`src/rtl/multi_task_heartbeat_watchdog_macros.svh`:
```
// Assertion macros used by the watchdog top module.
`ifndef MULTI_TASK_HEARTBEAT_WATCHDOG_MACROS_SVH
`define MULTI_TASK_HEARTBEAT_WATCHDOG_MACROS_SVH

// The consequent must hold in the same cycle as the antecedent.
`define MTHW_ASSERT_SAME(label, clk, rst, ante, cons) \
   label: assert property (@(posedge clk) disable iff (rst) (ante) |-> (cons)) \
      else $error("watchdog assertion failed");

// The consequent must hold in the cycle after the antecedent.
`define MTHW_ASSERT_NEXT(label, clk, rst, ante, cons) \
   label: assert property (@(posedge clk) disable iff (rst) (ante) |=> (cons)) \
      else $error("watchdog assertion failed");

`endif

```
`src/rtl/mthw_pkg.sv`:
```
package mthw_pkg;

   localparam int NUM_SLOTS = 8;
   localparam int SLOT_W    = (NUM_SLOTS > 1) ? $clog2(NUM_SLOTS) : 1;
   localparam int MASK_W    = 8;

   localparam logic [31:0] FALLBACK_TIMEOUT_MS = 32'd8000;

   localparam logic [1:0] OP_REGISTER  = 2'd0;
   localparam logic [1:0] OP_HEARTBEAT = 2'd1;
   localparam logic [1:0] OP_CHECK     = 2'd2;

   localparam int CSR_IDX_W = 2;
   localparam logic [CSR_IDX_W-1:0] CSR_DEFAULT_TIMEOUT = 2'd0;
   localparam logic [CSR_IDX_W-1:0] CSR_RESTART_ENABLE  = 2'd1;

   typedef struct packed {
      logic [1:0]  opcode;
      logic [2:0]  task_index;
      logic [31:0] timeout_ms;
      logic [31:0] now_ms;
   } req_type;

   typedef struct packed {
      logic        healthy;
      logic [7:0]  newly_failed;
      logic [7:0]  failed_mask;
      logic        restart_request;
   } rsp_type;

   typedef struct packed {
      logic              arm;
      logic              beat;
      logic              fail;
      logic [SLOT_W-1:0] index;
      logic [31:0]       timeout_ms;
      logic [31:0]       now_ms;
   } slot_wr_type;

   typedef enum logic [1:0] {
      ST_IDLE,
      ST_UPDATE,
      ST_SCAN,
      ST_REPORT
   } state_type;

endpackage

```
`src/rtl/multi_task_heartbeat_watchdog.sv`:
```
// After the accepting edge the FSM steps through UPDATE, SCAN and REPORT: UPDATE applies a
// register or heartbeat to its slot, then in SCAN a single subtract-and-compare unit visits
// the slots one per cycle to find overdue ones, and REPORT presents the result. busy stays
// high from the cycle after start until the result cycle ends and then falls while the FSM
// is idle, so a new item can be taken only once the last one's result has been shown. The
// result is shown for exactly one cycle with rsp_valid and cannot be held off, so it must
// be captured then.
// Configuration writes are always accepted and should only be made while busy is low.
`include "multi_task_heartbeat_watchdog_macros.svh"

module multi_task_heartbeat_watchdog (
   input  logic                               clock,
   input  logic                               reset,
   input  logic                               start,
   output logic                               busy,
   input  mthw_pkg::req_type                  req_item,
   output logic                               rsp_valid,
   output mthw_pkg::rsp_type                  rsp_item,
   input  logic                               csr_valid,
   output logic                               csr_ready,
   input  logic [mthw_pkg::CSR_IDX_W-1:0]     csr_index,
   input  logic [31:0]                        csr_wdata
);

   mthw_pkg::state_type state_ff;
   mthw_pkg::state_type state_in;
   mthw_pkg::req_type   req_ff;
   logic [mthw_pkg::SLOT_W-1:0] cnt_ff;
   logic [mthw_pkg::SLOT_W-1:0] cnt_in;
   logic                        ok_ff;
   logic                        ok_in;
   logic [mthw_pkg::MASK_W-1:0] fresh_ff;
   logic [mthw_pkg::MASK_W-1:0] fresh_in;
   logic [31:0]                 dflt_ff;
   logic                        restart_ff;

   mthw_pkg::slot_wr_type       slot_wr;
   logic [31:0]                 rd_last_beat;
   logic [31:0]                 rd_timeout;
   logic                        rd_registered;
   logic                        rd_failed;
   logic [mthw_pkg::NUM_SLOTS-1:0] failed_vec;
   logic [mthw_pkg::MASK_W-1:0] failed_mask;

   logic [31:0] elapsed;
   logic        overdue;
   logic        idx_ok;
   logic        scan_last;
   logic        accept;
   logic [31:0] dflt_eff;

   assign accept    = start && !busy;
   assign csr_ready = 1'b1;
   assign idx_ok    = int'(req_ff.task_index) < mthw_pkg::NUM_SLOTS;
   assign scan_last = cnt_ff == mthw_pkg::SLOT_W'(mthw_pkg::NUM_SLOTS - 1);
   assign elapsed   = req_ff.now_ms - rd_last_beat;
   assign overdue   = elapsed > rd_timeout;
   assign dflt_eff  = (dflt_ff != 32'd0) ? dflt_ff : mthw_pkg::FALLBACK_TIMEOUT_MS;

   mthw_slot_file u_slots (
      .clock         (clock),
      .reset         (reset),
      .wr            (slot_wr),
      .rd_index      (cnt_ff),
      .rd_last_beat  (rd_last_beat),
      .rd_timeout    (rd_timeout),
      .rd_registered (rd_registered),
      .rd_failed     (rd_failed),
      .failed_vec    (failed_vec)
   );

   always_comb begin
      state_in = state_ff;
      case (state_ff)
         mthw_pkg::ST_IDLE: begin
            if (start) begin
               state_in = mthw_pkg::ST_UPDATE;
            end
         end
         mthw_pkg::ST_UPDATE: state_in = mthw_pkg::ST_SCAN;
         mthw_pkg::ST_SCAN: begin
            if (scan_last) begin
               state_in = mthw_pkg::ST_REPORT;
            end
         end
         mthw_pkg::ST_REPORT: state_in = mthw_pkg::ST_IDLE;
         default: state_in = mthw_pkg::ST_IDLE;
      endcase
   end

   always_comb begin
      busy               = 1'b1;
      rsp_valid          = 1'b0;
      cnt_in             = cnt_ff;
      ok_in              = ok_ff;
      fresh_in           = fresh_ff;
      slot_wr.arm        = 1'b0;
      slot_wr.beat       = 1'b0;
      slot_wr.fail       = 1'b0;
      slot_wr.index      = cnt_ff;
      slot_wr.timeout_ms = (req_ff.timeout_ms != 32'd0) ? req_ff.timeout_ms : dflt_eff;
      slot_wr.now_ms     = req_ff.now_ms;
      case (state_ff)
         mthw_pkg::ST_IDLE: begin
            busy = 1'b0;
         end
         mthw_pkg::ST_UPDATE: begin
            slot_wr.index = mthw_pkg::SLOT_W'(req_ff.task_index);
            slot_wr.arm   = idx_ok && (req_ff.opcode == mthw_pkg::OP_REGISTER);
            slot_wr.beat  = idx_ok && (req_ff.opcode == mthw_pkg::OP_HEARTBEAT);
            cnt_in        = '0;
            ok_in         = 1'b1;
            fresh_in      = '0;
         end
         mthw_pkg::ST_SCAN: begin
            cnt_in = cnt_ff + mthw_pkg::SLOT_W'(1);
            if (rd_registered && overdue) begin
               ok_in = 1'b0;
            end
            if ((req_ff.opcode == mthw_pkg::OP_CHECK) && rd_registered && !rd_failed
                && overdue) begin
               slot_wr.fail = 1'b1;
               if (int'(cnt_ff) < mthw_pkg::MASK_W) begin
                  fresh_in = fresh_ff | (mthw_pkg::MASK_W'(1) << cnt_ff);
               end
            end
         end
         mthw_pkg::ST_REPORT: begin
            rsp_valid = 1'b1;
         end
         default: begin
            busy = 1'b1;
         end
      endcase
   end

   always_comb begin
      failed_mask = '0;
      for (int i = 0; i < mthw_pkg::MASK_W; i++) begin
         if (i < mthw_pkg::NUM_SLOTS) begin
            failed_mask[i] = failed_vec[i % mthw_pkg::NUM_SLOTS];
         end
      end
   end

   assign rsp_item.healthy         = ok_ff;
   assign rsp_item.newly_failed    = fresh_ff;
   assign rsp_item.failed_mask     = failed_mask;
   assign rsp_item.restart_request = restart_ff && (fresh_ff != '0);

   always_ff @(posedge clock) begin
      if (reset) begin
         state_ff   <= mthw_pkg::ST_IDLE;
         dflt_ff    <= mthw_pkg::FALLBACK_TIMEOUT_MS;
         restart_ff <= 1'b0;
      end else begin
         state_ff <= state_in;
         if (csr_valid && csr_ready) begin
            case (csr_index)
               mthw_pkg::CSR_DEFAULT_TIMEOUT: dflt_ff    <= csr_wdata;
               mthw_pkg::CSR_RESTART_ENABLE:  restart_ff <= csr_wdata[0];
               default: dflt_ff <= dflt_ff;
            endcase
         end
      end
   end

   always_ff @(posedge clock) begin
      if (accept) begin
         req_ff <= req_item;
      end
      cnt_ff   <= cnt_in;
      ok_ff    <= ok_in;
      fresh_ff <= fresh_in;
   end

   `MTHW_ASSERT_NEXT(a_accept_goes_busy, clock, reset, accept, busy)
   `MTHW_ASSERT_NEXT(a_single_cycle_result, clock, reset, rsp_valid, !rsp_valid)
   `MTHW_ASSERT_SAME(a_new_fail_in_mask, clock, reset, rsp_valid,
      (rsp_item.newly_failed & ~rsp_item.failed_mask) == 8'd0)
   `MTHW_ASSERT_SAME(a_fresh_only_on_check, clock, reset,
      rsp_valid && (req_ff.opcode != mthw_pkg::OP_CHECK), rsp_item.newly_failed == 8'd0)
   `MTHW_ASSERT_SAME(a_new_fail_unhealthy, clock, reset,
      rsp_valid && (rsp_item.newly_failed != 8'd0), !rsp_item.healthy)

endmodule

```
`src/rtl/mthw_slot_file.sv`:
```
module mthw_slot_file (
   input  logic                          clock,
   input  logic                          reset,
   input  mthw_pkg::slot_wr_type         wr,
   input  logic [mthw_pkg::SLOT_W-1:0]   rd_index,
   output logic [31:0]                   rd_last_beat,
   output logic [31:0]                   rd_timeout,
   output logic                          rd_registered,
   output logic                          rd_failed,
   output logic [mthw_pkg::NUM_SLOTS-1:0] failed_vec
);

   logic [31:0] last_beat_ff [mthw_pkg::NUM_SLOTS];
   logic [31:0] timeout_ff   [mthw_pkg::NUM_SLOTS];
   logic [mthw_pkg::NUM_SLOTS-1:0] registered_ff;
   logic [mthw_pkg::NUM_SLOTS-1:0] registered_in;
   logic [mthw_pkg::NUM_SLOTS-1:0] failed_ff;
   logic [mthw_pkg::NUM_SLOTS-1:0] failed_in;
   logic beat_ok;

   assign beat_ok = wr.beat && registered_ff[wr.index];

   always_comb begin
      registered_in = registered_ff;
      failed_in     = failed_ff;
      if (wr.arm) begin
         registered_in[wr.index] = 1'b1;
         failed_in[wr.index]     = 1'b0;
      end else if (beat_ok) begin
         failed_in[wr.index] = 1'b0;
      end else if (wr.fail) begin
         failed_in[wr.index] = 1'b1;
      end
   end

   always_ff @(posedge clock) begin
      if (reset) begin
         registered_ff <= '0;
         failed_ff     <= '0;
      end else begin
         registered_ff <= registered_in;
         failed_ff     <= failed_in;
      end
   end

   always_ff @(posedge clock) begin
      if (wr.arm) begin
         timeout_ff[wr.index]   <= wr.timeout_ms;
         last_beat_ff[wr.index] <= wr.now_ms;
      end else if (beat_ok) begin
         last_beat_ff[wr.index] <= wr.now_ms;
      end
   end

   assign rd_last_beat  = last_beat_ff[rd_index];
   assign rd_timeout    = timeout_ff[rd_index];
   assign rd_registered = registered_ff[rd_index];
   assign rd_failed     = failed_ff[rd_index];
   assign failed_vec    = failed_ff;

endmodule

```
`config.mk`:
```
export PLATFORM = sky130hd
export DESIGN_NAME = multi_task_heartbeat_watchdog
export DESIGN_NICKNAME = d
export VERILOG_FILES = /design/src/rtl/mthw_pkg.sv /design/src/rtl/multi_task_heartbeat_watchdog.sv /design/src/rtl/mthw_slot_file.sv
export VERILOG_INCLUDE_DIRS = /design/src /design/src/rtl
export SDC_FILE = /design/constraint.sdc
export NUM_CORES = 1
export LEC_CHECK = 0
export ABC_CLOCK_PERIOD_IN_PS = 9300
export BUFFER_PORTS_ARGS = -buffer_cell sky130_fd_sc_hd__buf_4
export CORE_ASPECT_RATIO = 1.1
export CORE_MARGIN = 1
export CORE_UTILIZATION = 52
export DETAILED_ROUTE_END_ITERATION = 12
export GPL_ROUTABILITY_DRIVEN = 0
export PLACE_DENSITY_LB_ADDON = 0.15
export SYNTH_ARGS = -nofsm -noshare
export SYNTH_HDL_FRONTEND = slang
export SYNTH_HIERARCHICAL = 1
export SYNTH_SLANG_ARGS = --single-unit
```
`constraint.sdc`:
```
create_clock -name clock -period 9.3 [get_ports clock]
set_input_delay 2.325 -clock clock [delete_from_list [all_inputs] [get_ports clock]]
set_output_delay 2.325 -clock clock [all_outputs]
set_load 0.005 [all_outputs]
```
==> results.txt, run 1 <==
The worst hold path belongs to the class reg -> reg. After floorplanning, the core was divided into 87 placement rows. The logs give 53,500 um2 for the die footprint and 1,151 for the DRC marker count from the first detailed-route iteration. After detailed routing, the total wire length is 58,500 um.

In the synthesized netlist the dominant register cell turns out to be sky130_fd_sc_hd__edfxtp_1. STA classifies the critical path endpoint as a register. The logs give 0.290 for the worst relative slew slack and 27,300 um2 for the synthesized area. For this run, design rule violations remaining after detail routing come to 2. The worst-case vdd ir drop was 0.183 mV; the maximum number of pins on one net before global-route repair was 97. The die height works out to 242 um. The tools report the critical path startpoint category as a register. The run gives 18,800 um2 as the sequential cell area. The count of buffers inserted at the top-level ports was 126. The logs give 0.228 for the total global-route track usage and 3.35 mW for the net switching power of the design. Pin placement for this block handled 128 I/O pins. Initial antenna violation count: 0.

The fraction of synthesized cell area taken by the top area cell type is 0.651, and the clock network power share is 0.258. For the number of detailed-route iterations in the first pass, the log shows 10. TritonCTS built the clock tree.

The worst hold path begins at dflt_ff[29]. For the via count of the first global-routing pass, the log shows 15.3k. The checks that failed: design-rule violations.

The tools report the total chip power as 9.90 mW. The multi-input combinational cells in the finished layout cover a total of 7890 um2. The switching share of total power was 0.339; the starting density of the core was 0.530. The fraction of layout cells with a size suffix above 1 is 0.265. The remaining global-route overflow is 0, and the critical path data arrival time is 7.06 ns. The layout overhead on the synthesized area is 14.1%. The flow ran to the end, but the final reports show violations. The netlist uses 74 different library cells. By instance count, the leading cell after synthesis is sky130_fd_sc_hd__edfxtp_1.

The final count of hold timing violations was 0; the worst-case clock skew was 0.0223 ns. The number of inserted diodes was 0. The total area inside the core boundary comes to 51,600 um2. The logs give 10.9 nW for the leakage power and 644 for the number of clock sinks seen by CTS. After clock tree synthesis, the flow added hold-fix buffers numbering 0. Once detail routing completed, the nets flagged for antenna violations numbered 0.

By count the netlist is led by sky130_fd_sc_hd__edfxtp_1, sky130_fd_sc_hd__mux4_2, sky130_fd_sc_hd__inv_1. The tools report the proportion of power drawn by flip-flops and latches as 0.361. In this run, CTS created clock tree buffers numbering 67. Ranked by total cell area, the synthesized netlist is headed by sky130_fd_sc_hd__edfxtp_1, sky130_fd_sc_hd__mux4_2, sky130_fd_sc_hd__dfxtp_1. The power per cell area works out to 317 nW/um2. Clock-pin slew was measured on the worst setup and hold paths at 0.06 ns. The fraction of registers with async set/reset was 0; the detailed-route via count was 14.6k.

The max-capacitance violation count was 0. The clock period minus worst slack is 6.53 ns, and the setup fix buffers added after clock tree synthesis is 0. In this run, synthesis produced a sequential element count of 644.

The count of final max-slew check failures is 0, and the post-cts sizing count is 0. Using the TritonRoute via totals, the vias-per-cell ratio works out to 5.91. Clock latency on the worst-skew pair, taken at its later pin, is 0.60 ns. The transition time at the pin with the least slew margin was 1.06 ns.

The combinational share of power was 0.381. The run gives 90,200 um as the first-pass GRT wire length. The CTS H-tree depth was 3.

Cell internal power was estimated by the tool at 6.55 mW. Based on the critical path, the design can be clocked at up to 153 MHz. Yosys mapped a number of flops with a built-in enable equal to 593. The biggest fanout along the worst timing path is 81. STA puts the critical path data required time at 9.84 ns. Number of filler cells placed in the layout: 3,888.

CTS root buffer: sky130_fd_sc_hd__clkbuf_16. Setup repair after global routing left no endpoint under its margin. The biggest area consumer among synthesized cells was sky130_fd_sc_hd__edfxtp_1. Synthesized area per cell: 17.1 um2. At the end of the flow, the number of nets in the layout was 1,933. After detailed routing, the average wire length per cell comes to 23.7 um. Synthesized netlist net count: 1,781. The worst register-to-register path begins at cnt_ff[0].

The aggregate negative setup slack was 0 ns. The clock passes through at most 3 buffers. For the estimated wirelength of the detail-placed design, the log shows 35,300 um. For this run, the number of Yosys warnings is 6.

The most critical setup path has its startpoint at cnt_ff[0]. After technology mapping, the gate count stands at 1,599. The x dimension of the die was 221 um; the number of setup violations in the final report was 0. The tools report the fraction of the yosys area taken by sequential cells as 0.689. The critical path start-end classification was reg -> reg.

The portion of the clock cycle consumed by the worst path in the final layout came out at 0.702.
-- path summary, 6_finish.rpt --
path | slack, ns | cells after the start | to
setup reg to reg | 2.77 | 23 | register
hold / removal | 0.47 | 2 | dflt_ff[29]
setup / recovery | 2.77 | 23 | register
hold reg to reg | 0.47 | 2 | dflt_ff[29]
-- kinds of logic (layout without fill, tap and decap cells) --
| group | Yosys count | count (layout) | share of synthesized area |
|---|---|---|---|
| compound gates | 226 | 226 | 0.0535 |
| xor+xnor | 31 | 31 | 0.00993 |
| fa+ha+maj | 75 | 75 | 0.0346 |
| buf+inv | 163 | 369 | 0.0265 |
| flops | 644 | 644 | 0.689 |
| mux | 210 | 210 | 0.141 |
| other cells | 1 | 1 | 0.000137 |
| simple gates | 249 | 249 | 0.0454 |
-- registers in the layout (all words and copies together), names as in the netlist, named ones only --
name	flops
u_slots/last_beat_ff	256
state_ff	2
u_slots/registered_ff	8
req_ff	69
dflt_ff	32
restart_ff	1
ok_ff	1
fresh_ff	8
u_slots/timeout_ff	256
cnt_ff	3
-- power by group through the flow --
stage               clock, mW  sequential (mW)  combinational (mW)
floorplan                   0             3.59                2.78
global placement            0             3.63                3.72
detailed placement          0             3.64                3.76
CTS                      2.61             3.58                3.79
global route             2.73             3.60                4.13
finish                   2.55             3.58                3.77
-- cell usage in the layout (no fill, tap or decap), drive strengths merged, types with 9 or more instances in the layout --
cell type	synthesis	final
ha	74	74
nor4	20	20
xnor2	19	19
a21oi	89	89
edfxtp	593	593
o211ai	12	12
nand4	21	21
nand2	90	90
mux4	134	134
xor2	12	12
o21ai	34	34
dfxtp	51	51
clkinv	1	18
clkbuf	35	94
buf	36	154
inv	91	96
a21o	38	38
mux2	70	70
nor3	11	11
o21a	9	9
nor2	61	61
-- critical path: stages (launching register included) --
cell                       delay (ns)
sky130_fd_sc_hd__edfxtp_1        0.43
sky130_fd_sc_hd__buf_12          0.50
sky130_fd_sc_hd__mux4_2          0.59
sky130_fd_sc_hd__mux2_2          0.28
sky130_fd_sc_hd__inv_1           0.08
sky130_fd_sc_hd__ha_1            0.32
sky130_fd_sc_hd__a21oi_1         0.34
sky130_fd_sc_hd__o21ai_0         0.19
sky130_fd_sc_hd__a21oi_1         0.28
sky130_fd_sc_hd__a21oi_1         0.13
sky130_fd_sc_hd__o22ai_1         0.26
sky130_fd_sc_hd__o21ai_1         0.14
sky130_fd_sc_hd__xnor2_1         0.22
sky130_fd_sc_hd__ha_1            0.29
sky130_fd_sc_hd__nand4_1         0.11
sky130_fd_sc_hd__or4_1           0.15
sky130_fd_sc_hd__nor2_1          0.07
sky130_fd_sc_hd__nand2_1         0.12
sky130_fd_sc_hd__nand3_1         0.11
sky130_fd_sc_hd__or4b_2          0.64
sky130_fd_sc_hd__nor2_1          0.39
sky130_fd_sc_hd__nor4bb_1        0.37
sky130_fd_sc_hd__o211ai_1        0.11
sky130_fd_sc_hd__o21ba_1         0.22
-- stage by stage --
stage / cells / hold WS, ns / setup WS [ns] / cell area [um2] / util
floorplan: 1599 / 0.450 / 3.89 / 27300 / -
global placement: 2349 / 0.458 / 3.00 / 29100 / 0.564
detailed placement: 2349 / 0.469 / 2.89 / 29100 / 0.564
CTS: 2472 / 0.477 / 2.85 / 31200 / 0.605
global route: 2472 / 0.498 / 2.41 / 31200 / 0.605
finish: 2472 / 0.471 / 2.77 / 31200 / 0.605
-- cell type report --
cell class,count,share of cell area
Sequential cell,644,0.604
Timing Repair Buffer,154,0.0383
Clock buffer,94,0.0593
Inverter,92,0.0111
Clock inverter,29,0.00814
Multi-Input combinational cell,792,0.253
Tap cell,667,0.0268
-- metal layers --
layer,global-route usage,vias to the layer above,part of all wire
met3,0.0330,86,0.046
met1,0.302,7502,0.42
li1,-,6616,-
met5,0,-,0
met4,0.0715,0,0.023
met2,0.389,394,0.51
Note: power is estimated with default switching activity, not from simulation.
==> inputs of run 2 (changes only) <==
ABC_CLOCK_PERIOD_IN_PS = 6800   (was 9300)
clock period = 6.8 ns   (was 9.3 ns; I/O delays follow)
==> run 2 against run 1 <==
  * The run still ends with design-rule violations left
  * Global-route usage rose by 0.12 points
  * Utilization barely moved
  * Via count barely moved
  * Maximum frequency rose by 2.5%
  * Worst setup slack got worse by 2.3 ns
  * Power rose by 37%
  * Register-to-register slack got worse by 2.3 ns
  * Cell area barely moved
  * Critical path type unchanged
==> results.txt, run 2 (synthesis results as in run 1) <==
The flow ran to the end, but the final reports show violations. The final reports fail on design-rule violations. The tools report the type of element capturing the critical path as a register. The die height came out at 242 um (unchanged).

Average routed wire per standard cell: 24.1 um (+1.9%). The logs give 13.6 mW (+37%) for the total chip power and 0.229 (+0.00118) for the total global-route track usage. The worst-case clock skew was 0.0169 ns (-0.00537 ns). The peak clock frequency supported by timing is 157 MHz (+2.5%), and the critical path data arrival time is 6.85 ns (-0.21 ns). The detailed-route vias per instance came out at 5.91 (+0.11%). The library cells used most frequently in the layout, excluding fill and tap cells, are sky130_fd_sc_hd__edfxtp_1, sky130_fd_sc_hd__buf_4, sky130_fd_sc_hd__mux4_2.

The number of remaining DRC errors is 2 (unchanged). The logs give 128 (unchanged) for the I/O pin count and 53,500 um2 (unchanged) for the die footprint. The logs give 36,800 um (+4.4%) for the estimated wirelength of the detail-placed design and 7890 um2 (unchanged) for the area of the multi-input gates. The number of nets in the layout was 1,934 (+0.052%); the hold buffer count at cts was 0 (unchanged). TritonCTS built the clock tree. The aggregate negative setup slack is 0 ns (unchanged). The critical path start-end classification was reg -> reg. The register-to-register setup slack is 0.43 ns (-2.34 ns).

Post-CTS clock slew at the launch and capture registers of the worst setup and hold paths: 0.06 ns (about the same). The transition time at the pin with the least slew margin was 1.04 ns (-0.0249 ns); the post-cts sizing count was 0 (unchanged). X dimension of the die: 221 um (unchanged).

The largest registers in the layout are u_slots/last_beat_ff: 256 flops, u_slots/timeout_ff: 256 flops, req_ff: 69 flops. The maximum clock insertion buffer count came out at 3 (unchanged). Origin of the critical flop-to-flop path: cnt_ff[0]. The fraction of layout cells with a size suffix above 1 was 0.267 (+0.00196).

The layout overhead on the synthesized area came out at 14.1% (about the same). The count of buffers inserted at the top-level ports is 126 (unchanged), and the count of antenna-violating nets left after detailed routing is 0 (unchanged). The worst-case vdd ir drop came out at 0.268 mV (+47%). The logs give 87 (unchanged) for the row count and 0.530 (unchanged) for the starting density of the core. The first-pass GRT wire length came out at 90,400 um (+0.24%). The leakage power is 10.9 nW (+0.18%). The logs give 14.6k (+0.027%) for the detailed-route via count and 0 (unchanged) for the remaining global-route overflow. The tools report the number of clock sinks seen by CTS as 644 (unchanged). Required time at the worst-slack endpoint: 7.28 ns (-2.56 ns). The path class of the tightest hold or removal check is reg -> reg.

Cell depth of the worst min-delay path: 2 (unchanged). Biggest fanout along the worst timing path: 48 (-41%). The count of final max-slew check failures was 0 (unchanged). The portion of the clock cycle consumed by the worst path in the final layout was 0.937 (+0.235); the number of setup violations in the final report was 0 (unchanged). Setup repair after global routing left no endpoint under its margin.

The number of filler cells placed in the layout was 3,894 (+0.15%). In this run the clock root is driven by a sky130_fd_sc_hd__clkbuf_16. The tools report the worst relative slew slack as 0.307 (+0.0166). For the setup fix buffers added after clock tree synthesis, the log shows 0 (unchanged).

The total CTS buffers is 66 (-1.5%), and the final routed wirelength across all metal layers is 59,600 um (+1.8%). The logs give 15.4k (+0.49%) for the via count of the first global-routing pass and 85 (-12%) for the maximum number of pins on one net before global-route repair. The startpoint of the tightest hold check path was dflt_ff[23]. Placeable core region: 51,600 um2 (unchanged).

The tools report the insertion delay to the later sink of the worst-skew pair as 0.60 ns (about the same). The DRC marker count from the first detailed-route iteration was 1,262 (+9.6%); the sequential cell area was 18,800 um2 (unchanged). The final count of hold timing violations was 0 (unchanged); the number of detailed-route iterations in the first pass was 9 (-1). For the max-capacitance violation count, the log shows 0 (unchanged).

End of the worst hold path: dflt_ff[23]. The clock period minus worst slack came out at 6.37 ns (-0.158 ns). The number of inserted diodes is 0 (unchanged). The initial antenna violation count is 0 (unchanged).

The worst setup path is launched from a register. The most frequent standard cell in the layout excluding fill and tap cells was sky130_fd_sc_hd__edfxtp_1. The CTS H-tree depth is 3 (unchanged), and the power per cell area is 434 nW/um2 (+37%). The number of cells traversed by the worst register-to-register path came out at 22 (-4.3%).
-- run 2: worst max path at each step --
stage	startpoint	endpoint	slack [ns]	depth (start not counted)
2_1_floorplan	cnt_ff[0]	register	1.39	25
3_3_place_gp	cnt_ff[0]	register	0.57	22
3_5_place_dp	cnt_ff[0]	register	0.52	22
4_1_cts	cnt_ff[0]	register	0.47	22
5_1_grt	cnt_ff[0]	register	0.03	22
6_report	cnt_ff[0]	register	0.43	22
-- run 2: stage by stage --
step	instance area, um2	utilization	hold WS [ns]	setup slack [ns]	cells
2_1_floorplan	27300	-	0.450	1.39	1599
3_3_place_gp	29100	0.564	0.464	0.569	2351
3_5_place_dp	29100	0.564	0.468	0.517	2351
4_1_cts	31200	0.605	0.476	0.472	2470
5_1_grt	31200	0.605	0.498	0.0335	2470
6_report	31200	0.605	0.475	0.430	2470
-- run 2: worst max-delay path, cell delays in order, from the launching register on --
cell                        delay, ns
sky130_fd_sc_hd__edfxtp_1        0.53
sky130_fd_sc_hd__buf_12          0.39
sky130_fd_sc_hd__mux4_2          0.57
sky130_fd_sc_hd__mux2_2          0.27
sky130_fd_sc_hd__inv_1           0.06
sky130_fd_sc_hd__ha_1            0.27
sky130_fd_sc_hd__o211ai_1        0.18
sky130_fd_sc_hd__a21oi_1         0.10
sky130_fd_sc_hd__o41ai_2         0.39
sky130_fd_sc_hd__o21ai_0         0.21
sky130_fd_sc_hd__a21oi_1         0.33
sky130_fd_sc_hd__o31ai_2         0.10
sky130_fd_sc_hd__xor2_1          0.17
sky130_fd_sc_hd__ha_1            0.31
sky130_fd_sc_hd__a21oi_1         0.12
sky130_fd_sc_hd__o21ai_0         0.13
sky130_fd_sc_hd__nor3_1          0.23
sky130_fd_sc_hd__o32ai_1         0.13
sky130_fd_sc_hd__a2111oi_2       0.85
sky130_fd_sc_hd__nor2_1          0.34
sky130_fd_sc_hd__nor4bb_1        0.24
sky130_fd_sc_hd__o211ai_1        0.15
sky130_fd_sc_hd__o21ba_1         0.16
-- run 2: area by class of cell --
type | count | area share
inverter | 92 | 0.0111
multi-input combinational | 792 | 0.253
tap | 667 | 0.0267
timing repair buffer | 156 | 0.0391
clock inverter | 27 | 0.00722
sequential | 644 | 0.603
clock buffer | 92 | 0.0594
-- run 2: metal layers --
metal / global-route usage / up-vias / routed length [um]
li1: - / 6607 / -
met5: 0 / - / 0
met4: 0.0886 / 0 / 1900
met1: 0.297 / 7507 / 25000
met3: 0.0345 / 102 / 2570
met2: 0.388 / 386 / 30100
-- run 2: where the power goes --
group / switching [mW] / internal, mW
sequential: 0.171 / 4.72
combinational: 3.00 / 2.22
clock: 1.46 / 1.99
